**src/bci_pkg.sv**
```systemverilog
`timescale 1ns / 1ps

package bci_pkg;

	localparam int FIELD_W          = 7;
	localparam int STEP_W           = 6;
	localparam int RESULT_WIDTH_DEF = 64;
	localparam int QUEUE_DEPTH      = 2;
	localparam int RADIX_BITS       = 4;

	typedef struct packed {
		logic               trivial;
		logic               one;
		logic [FIELD_W-1:0] n;
		logic [STEP_W-1:0]  kk;
	} job_t;

	typedef enum logic [2:0] {
		ST_IDLE,
		ST_MUL,
		ST_DIV,
		ST_STEP,
		ST_OUT
	} state_t;

endpackage

```
**src/bci_front.sv**
```systemverilog
`timescale 1ns / 1ps

module bci_front (
	input  logic                        clk,
	input  logic                        arst_n,
	input  logic                        req_valid,
	output logic                        req_ready,
	input  logic [bci_pkg::FIELD_W-1:0] n,
	input  logic [bci_pkg::FIELD_W-1:0] k,
	output logic                        push_valid,
	input  logic                        push_ready,
	output bci_pkg::job_t               push_data
);

	logic                        valid_s1;
	bci_pkg::job_t               job_s1;
	bci_pkg::job_t               job_nx;
	logic [bci_pkg::FIELD_W-1:0] nk;
	logic [bci_pkg::FIELD_W-1:0] kk_full;

	// classify: k above n gives zero, k at an edge gives one, else loop on min(k, n-k)
	always_comb begin
		nk      = n - k;
		kk_full = (k > nk) ? nk : k;
		job_nx.trivial = (k > n) || (k == '0) || (k == n);
		job_nx.one     = (k <= n);
		job_nx.n       = n;
		job_nx.kk      = kk_full[bci_pkg::STEP_W-1:0];
	end

	assign req_ready  = !valid_s1 || push_ready;
	assign push_valid = valid_s1;
	assign push_data  = job_s1;

	always_ff @(posedge clk or negedge arst_n) begin
		if (!arst_n) begin
			valid_s1 <= 1'b0;
		end else if (req_ready) begin
			valid_s1 <= req_valid;
		end
	end

	always_ff @(posedge clk) begin
		if (req_valid && req_ready) begin
			job_s1 <= job_nx;
		end
	end

endmodule

```
**src/bci_queue.sv**
```systemverilog
`timescale 1ns / 1ps

module bci_queue (
	input  logic          clk,
	input  logic          arst_n,
	input  logic          push_valid,
	output logic          push_ready,
	input  bci_pkg::job_t push_data,
	output logic          pop_valid,
	input  logic          pop_ready,
	output bci_pkg::job_t pop_data
);

	localparam int PW = $clog2(bci_pkg::QUEUE_DEPTH);
	localparam int CW = $clog2(bci_pkg::QUEUE_DEPTH + 1);

	bci_pkg::job_t entry_q [bci_pkg::QUEUE_DEPTH];
	logic [PW-1:0] wr_ptr_q;
	logic [PW-1:0] rd_ptr_q;
	logic [CW-1:0] count_q;
	logic          push;
	logic          pop;

	assign push_ready = (count_q != CW'(bci_pkg::QUEUE_DEPTH));
	assign pop_valid  = (count_q != '0);
	assign pop_data   = entry_q[rd_ptr_q];
	assign push       = push_valid && push_ready;
	assign pop        = pop_valid && pop_ready;

	always_ff @(posedge clk or negedge arst_n) begin
		if (!arst_n) begin
			wr_ptr_q <= '0;
			rd_ptr_q <= '0;
			count_q  <= '0;
		end else begin
			if (push) begin
				wr_ptr_q <= wr_ptr_q + PW'(1);
			end
			if (pop) begin
				rd_ptr_q <= rd_ptr_q + PW'(1);
			end
			if (push && !pop) begin
				count_q <= count_q + CW'(1);
			end else if (pop && !push) begin
				count_q <= count_q - CW'(1);
			end
		end
	end

	always_ff @(posedge clk) begin
		if (push) begin
			entry_q[wr_ptr_q] <= push_data;
		end
	end

endmodule

```
**src/bci_back.sv**
```systemverilog
`timescale 1ns / 1ps

module bci_back #(
	parameter int RESULT_WIDTH = bci_pkg::RESULT_WIDTH_DEF
) (
	input  logic                    clk,
	input  logic                    arst_n,
	input  logic                    pop_valid,
	output logic                    pop_ready,
	input  bci_pkg::job_t           pop_data,
	output logic                    res_valid,
	input  logic                    res_ready,
	output logic [RESULT_WIDTH-1:0] coefficient
);

	localparam int FW      = bci_pkg::FIELD_W;
	localparam int RB      = bci_pkg::RADIX_BITS;
	localparam int PW      = RESULT_WIDTH + FW;
	localparam int DW      = ((PW + RB - 1) / RB) * RB;
	localparam int DIV_CYC = DW / RB;
	localparam int CW      = $clog2(DIV_CYC + 1);

	bci_pkg::state_t               state_q;
	bci_pkg::state_t               state_nx;
	logic [RESULT_WIDTH-1:0]       acc_q;
	logic [FW-1:0]                 m_q;
	logic [FW-1:0]                 d_q;
	logic [bci_pkg::STEP_W-1:0]    cnt_q;
	logic [DW-1:0]                 dvd_q;
	logic [FW-1:0]                 rem_q;
	logic [CW-1:0]                 dcnt_q;
	logic [RESULT_WIDTH-1:0]       coefficient_q;
	logic                          res_valid_q;
	logic [PW-1:0]                 prod;
	logic [DW-1:0]                 dvd_nx;
	logic [FW-1:0]                 rem_nx;
	logic [FW:0]                   trial;
	logic                          ovf;
	logic                          out_take;

	assign prod        = PW'(acc_q) * PW'(m_q);
	assign ovf         = |dvd_q[DW-1:RESULT_WIDTH];
	assign out_take    = !res_valid_q || res_ready;
	assign res_valid   = res_valid_q;
	assign coefficient = coefficient_q;

	// restoring division, RB quotient bits per cycle
	always_comb begin
		dvd_nx = dvd_q;
		rem_nx = rem_q;
		trial  = '0;
		for (int j = 0; j < RB; j++) begin
			trial = {rem_nx, dvd_nx[DW-1]};
			if (trial >= {1'b0, d_q}) begin
				trial  = trial - {1'b0, d_q};
				rem_nx = trial[FW-1:0];
				dvd_nx = {dvd_nx[DW-2:0], 1'b1};
			end else begin
				rem_nx = trial[FW-1:0];
				dvd_nx = {dvd_nx[DW-2:0], 1'b0};
			end
		end
	end

	always_comb begin
		state_nx  = state_q;
		pop_ready = 1'b0;
		unique case (state_q)
			bci_pkg::ST_IDLE: begin
				pop_ready = 1'b1;
				if (pop_valid) begin
					state_nx = pop_data.trivial ? bci_pkg::ST_OUT : bci_pkg::ST_MUL;
				end
			end
			bci_pkg::ST_MUL: begin
				state_nx = bci_pkg::ST_DIV;
			end
			bci_pkg::ST_DIV: begin
				if (dcnt_q == CW'(DIV_CYC - 1)) begin
					state_nx = bci_pkg::ST_STEP;
				end
			end
			bci_pkg::ST_STEP: begin
				if (ovf || cnt_q == bci_pkg::STEP_W'(1)) begin
					state_nx = bci_pkg::ST_OUT;
				end else begin
					state_nx = bci_pkg::ST_MUL;
				end
			end
			bci_pkg::ST_OUT: begin
				if (out_take) begin
					state_nx = bci_pkg::ST_IDLE;
				end
			end
			default: begin
				state_nx = bci_pkg::ST_IDLE;
			end
		endcase
	end

	always_ff @(posedge clk or negedge arst_n) begin
		if (!arst_n) begin
			state_q <= bci_pkg::ST_IDLE;
		end else begin
			state_q <= state_nx;
		end
	end

	always_ff @(posedge clk or negedge arst_n) begin
		if (!arst_n) begin
			res_valid_q <= 1'b0;
		end else if (state_q == bci_pkg::ST_OUT && out_take) begin
			res_valid_q <= 1'b1;
		end else if (res_ready) begin
			res_valid_q <= 1'b0;
		end
	end

	always_ff @(posedge clk) begin
		case (state_q)
			bci_pkg::ST_IDLE: begin
				if (pop_valid) begin
					acc_q <= pop_data.trivial ? RESULT_WIDTH'(pop_data.one)
					                          : RESULT_WIDTH'(1'b1);
					m_q   <= pop_data.n;
					d_q   <= FW'(1);
					cnt_q <= pop_data.kk;
				end
			end
			bci_pkg::ST_MUL: begin
				dvd_q  <= DW'(prod);
				rem_q  <= '0;
				dcnt_q <= '0;
			end
			bci_pkg::ST_DIV: begin
				dvd_q  <= dvd_nx;
				rem_q  <= rem_nx;
				dcnt_q <= dcnt_q + CW'(1);
			end
			bci_pkg::ST_STEP: begin
				acc_q <= ovf ? '1 : dvd_q[RESULT_WIDTH-1:0];
				m_q   <= m_q - FW'(1);
				d_q   <= d_q + FW'(1);
				cnt_q <= cnt_q - bci_pkg::STEP_W'(1);
			end
			bci_pkg::ST_OUT: begin
				if (out_take) begin
					coefficient_q <= acc_q;
				end
			end
			default: begin
			end
		endcase
	end

endmodule

```
**src/binomial_coefficient_iterative.sv**
```systemverilog
`timescale 1ns / 1ps

// Channel   Handshake              Payload
// request   req_valid, req_ready   n [6:0], k [6:0]
// result    res_valid, res_ready   coefficient [RESULT_WIDTH-1:0]
//
// Edge cases (k above n, k zero, k equal to n) skip the loop and go straight to output.
// Otherwise j = min(k, n-k) steps, each a multiply, a restoring divide (4 quotient bits
// a cycle over RESULT_WIDTH+7 bits, rounded up to a multiple of 4) and an update;
// j is at most 63, and an overflow saturates the result to all ones and ends the loop.
// A two-entry queue between classifier and datapath absorbs stalls on either side.
// arst_n clears all control state; a stalled result holds in its output register.

module binomial_coefficient_iterative #(
	parameter int RESULT_WIDTH = bci_pkg::RESULT_WIDTH_DEF
) (
	input  logic                        clk,
	input  logic                        arst_n,
	input  logic                        req_valid,
	output logic                        req_ready,
	input  logic [bci_pkg::FIELD_W-1:0] n,
	input  logic [bci_pkg::FIELD_W-1:0] k,
	output logic                        res_valid,
	input  logic                        res_ready,
	output logic [RESULT_WIDTH-1:0]     coefficient
);

	logic          push_valid;
	logic          push_ready;
	bci_pkg::job_t push_data;
	logic          pop_valid;
	logic          pop_ready;
	bci_pkg::job_t pop_data;

	bci_front u_front (
		.clk        (clk),
		.arst_n     (arst_n),
		.req_valid  (req_valid),
		.req_ready  (req_ready),
		.n          (n),
		.k          (k),
		.push_valid (push_valid),
		.push_ready (push_ready),
		.push_data  (push_data)
	);

	bci_queue u_queue (
		.clk        (clk),
		.arst_n     (arst_n),
		.push_valid (push_valid),
		.push_ready (push_ready),
		.push_data  (push_data),
		.pop_valid  (pop_valid),
		.pop_ready  (pop_ready),
		.pop_data   (pop_data)
	);

	bci_back #(
		.RESULT_WIDTH (RESULT_WIDTH)
	) u_back (
		.clk         (clk),
		.arst_n      (arst_n),
		.pop_valid   (pop_valid),
		.pop_ready   (pop_ready),
		.pop_data    (pop_data),
		.res_valid   (res_valid),
		.res_ready   (res_ready),
		.coefficient (coefficient)
	);

endmodule
```
**config.mk**
```make
export PLATFORM = sky130hd
export DESIGN_NAME = binomial_coefficient_iterative
export DESIGN_NICKNAME = d
export VERILOG_FILES = /design/src/bci_pkg.sv /design/src/bci_front.sv /design/src/bci_queue.sv /design/src/bci_back.sv /design/src/binomial_coefficient_iterative.sv
export SDC_FILE = /design/constraint.sdc
export NUM_CORES = 2
export LEC_CHECK = 0
export ABC_CLOCK_PERIOD_IN_PS = 7700
export BUFFER_PORTS_ARGS = -buffer_cell sky130_fd_sc_hd__clkbuf_2
export CORE_MARGIN = 1
export CORE_UTILIZATION = 29
export DETAILED_ROUTE_END_ITERATION = 12
export HOLD_SLACK_MARGIN = 0.12
export RECOVER_POWER = 25
export REMOVE_ABC_BUFFERS = 1
export SLEW_MARGIN = 20
export SYNTH_ARGS = -nofsm -noshare
export SYNTH_HDL_FRONTEND = slang
export SYNTH_SLANG_ARGS = --single-unit
```
**constraint.sdc**
```tcl
create_clock -name clk -period 7.7 [get_ports clk]
set_clock_uncertainty 0.05 [all_clocks]
set_input_delay 0.385 -clock clk [delete_from_list [all_inputs] [get_ports clk]]
set_output_delay 0.385 -clock clk [all_outputs]
set_load 0.02 [all_outputs]
```
==> flow_metrics.env <==
export IMPL_status="finished, final reports clean"
export IMPL_syn_area_sq_mm=0.0259
export IMPL_cts_tree="yes"
export IMPL_tns_ns=0
export IMPL_layout_setup_ws_ns=0.427
export IMPL_arrival_ns=7.64
export IMPL_antennaDiodeCount=0
export IMPL_cts_buffers=38
export IMPL_pin_count=84
export IMPL_crit_required_ns=8.07
export IMPL_yosysWarnings=0
export IMPL_dieWidth_um=301
export IMPL_die_area_sq_mm=0.0905
export IMPL_synth_main_ff_cell="edfxtp_1"
export IMPL_layout_commonest_cell="nand2_1"
export IMPL_synth_cells=2640
export IMPL_nNetsFinal=3187
export IMPL_crit_slowest_cell="a221o_1"
export IMPL_area_delta_synth_final_pct=13.0
export IMPL_setup_viol=0
export IMPL_cp_start_kind="flip-flop"
export IMPL_start_util=0.293
export IMPL_period_minus_slack_ns=7.27
export IMPL_clk_latency_ns=0.57
export IMPL_cts_sinks=286
export IMPL_grt_use_total=0.150
export IMPL_fill_cells=9056
export IMPL_synthTopCellsByArea="edfxtp_1, fa_1, nand2_1, ha_1, inv_1"
export IMPL_ys_types=64
export IMPL_drt_iter0_drc=1270
export IMPL_slew_limit_headroom=0.253
export IMPL_vias=18900
export IMPL_root_buffer="clkbuf_16"
export IMPL_hold_viol=0
export IMPL_synth_top_area_share=0.321
export IMPL_final_cell_mix="nand2_1, fa_1, edfxtp_1"
export IMPL_synth_seq_area_share=0.330
export IMPL_routed_via_density=4.83
export IMPL_ys_ff_latch=286
export IMPL_yosysTopAreaCell="edfxtp_1"
export IMPL_gp_congestion=0.881
export IMPL_crit_buf_inv=5
export IMPL_antenna_found_initial=0
export IMPL_tightest_slew_ns=1.12
export IMPL_pre_cts_slack_ns=0.0239
export IMPL_synthArstFlopShare=0.0315
export IMPL_routed_wirelength_mm=66.0
export IMPL_path_max_fanout=5
export IMPL_synthSimpleGateAreaFrac=0.163
export IMPL_end_kind="flip-flop"
export IMPL_h_tree_depth=2
export IMPL_hold_class="primary input to flip-flop"
export IMPL_io_buffers=83
export IMPL_gr_total_overflow=0
export IMPL_avgSynthCellArea_sq_um=9.81
export IMPL_drc=0
export IMPL_fmax_mhz=138
export IMPL_synth_edf_count=277
export IMPL_synth_fa_ha_area_frac=0.309
export IMPL_synth_compound_area_frac=0.0930
export IMPL_ant_nets=0
export IMPL_grt_pass1_wl_mm=108
export IMPL_max_stage_delay_ns=0.39
export IMPL_die_height_um=301
export IMPL_dp_hpwl_mm=47.9
export IMPL_synth_area_mux_share=0.0111
export IMPL_critPathTopFamily="compound AO/OA/AOI/OAI gates"
export IMPL_grt_pass1_vias=19600
export IMPL_drive_gt1_frac=0.0769
export IMPL_wl_per_cell_um=16.9
export IMPL_cts_clk_slew_worst_paths_ns=0.06
export IMPL_cts_path_max_buffers=3
export IMPL_dr_pass1_iters=7
export IMPL_grt_start_max_net_pins=75
export IMPL_crit_type="flip-flop to flip-flop"
export IMPL_rows=109
export IMPL_cap_violations=0
export IMPL_final_max_slew_viol_count=0
export IMPL_min_period_over_period=0.944
export IMPL_synth_top_family_by_area="adder cells"
export IMPL_synth_xor_area_share=0.0372
export IMPL_core_sq_mm=0.0884
==> routing by layer <==
metal	GRT usage	wire, um	vias up	share of wire
li1	-	-	8850	-
met1	0.205	30600	9572	0.46
met2	0.249	31200	375	0.47
met3	0.0190	2550	94	0.039
met4	0.0390	1590	0	0.024
met5	0	0	-	0
==> sequential cells by signal (all words and copies together), names as in the netlist, 2 cells and up <==
register and count:
u_back.state_q 3, u_back.coefficient 64, u_queue.count_q 2, u_back.dcnt_q 5, u_back.cnt_q 6, u_queue.entry_q 30
u_back.rem_q 7, u_back.acc_q 64, u_back.dvd_q 72, u_back.d_q 7, u_back.m_q 7, u_front.push_data 15
==> cell families (layout without fill, tap and decap cells) <==
group                    Yosys count  count (layout)
adder cells (fa/ha/maj)          452             452
AND/OR/NAND/NOR                  971             971
flip-flops                       286             286
buffers and inverters            390             493
XOR/XNOR                         110             110
AO/OA/AOI/OAI                    404             404
multiplexers                      27              27
==> per-stage QoR <==
step	util	area, sq um	hold WS (ns)	instances
6_report	0.331	29300	0.141	3908
5_1_grt	0.331	29300	0.165	3908
4_1_cts	0.330	29200	0.151	3902
3_5_place_dp	0.315	27800	0.208	3827
3_3_place_gp	0.315	27800	0.214	3827
2_1_floorplan	-	25400	0.0394	2519
==> what timing repair did <==
item,CTS,global route
setup buffers,0,5
hold buffers,9,0
pin swaps,0,11
gates resized for setup,1,18
endpoints found under the setup margin,1,8
hold endpoints to repair,17,0
==> worst reg2reg max path, delay by kind of cell (launching register included) <==
family                   cells  cell delay (ns)
AND/OR/NAND/NOR              5             0.59
adder cells (fa/ha/maj)      5             1.37
multiplexers                 3             0.95
buffers and inverters        5             0.64
flip-flops                   1             0.38
AO/OA/AOI/OAI               18             3.13
==> area by class of cell <==
type,instances,area [sq um],area share
clock buffer,42,987,0.0337
clock inverter,24,300,0.0103
inverter,269,1010,0.0345
multi-input combinational,1964,16000,0.546
sequential,286,8540,0.292
tap,1165,1460,0.0498
timing repair buffer,158,983,0.0336
==> path summary, 6_finish.rpt <==
check                                      from  slack [ns]  cells after the start                    end
min reg2reg                u_front.push_data[1]        0.39                      0  u_queue.entry_q[1][1]
min                                   res_ready        0.14                      3       u_back.res_valid
max                            u_back.dvd_q[71]        0.43                     36        u_back.rem_q[5]
min in group asynchronous                arst_n        0.31                      2     u_front.push_valid
max reg2reg                    u_back.dvd_q[71]        0.43                     36        u_back.rem_q[5]
max in group asynchronous                arst_n        6.92                      2       u_back.res_valid
==> synthesized netlist by cell type (all sizes together) (4+ instances only) <==
cell type	count
nand2	492
fa	314
edfxtp	277
inv	269
nor2	247
a21oi	171
ha	138
clkbuf	109
o21ai	99
and2	85
xnor2	69
xor2	41
a21o	31
nand3	26
nand4	25
o21bai	24
nor2b	18
mux2i	17
nand2b	17
and3	16
nor3	14
a211oi	12
buf	12
o21a	11
a31oi	10
mux2	10
dfrtp	9
o31ai	9
nor4	7
o211ai	6
and4	4
nand3b	4
nor3b	4
or3	4
Power is left out: the tool's default activity adds up to more than one toggle a clock period on the data nets, which glitch-free logic cannot reach.
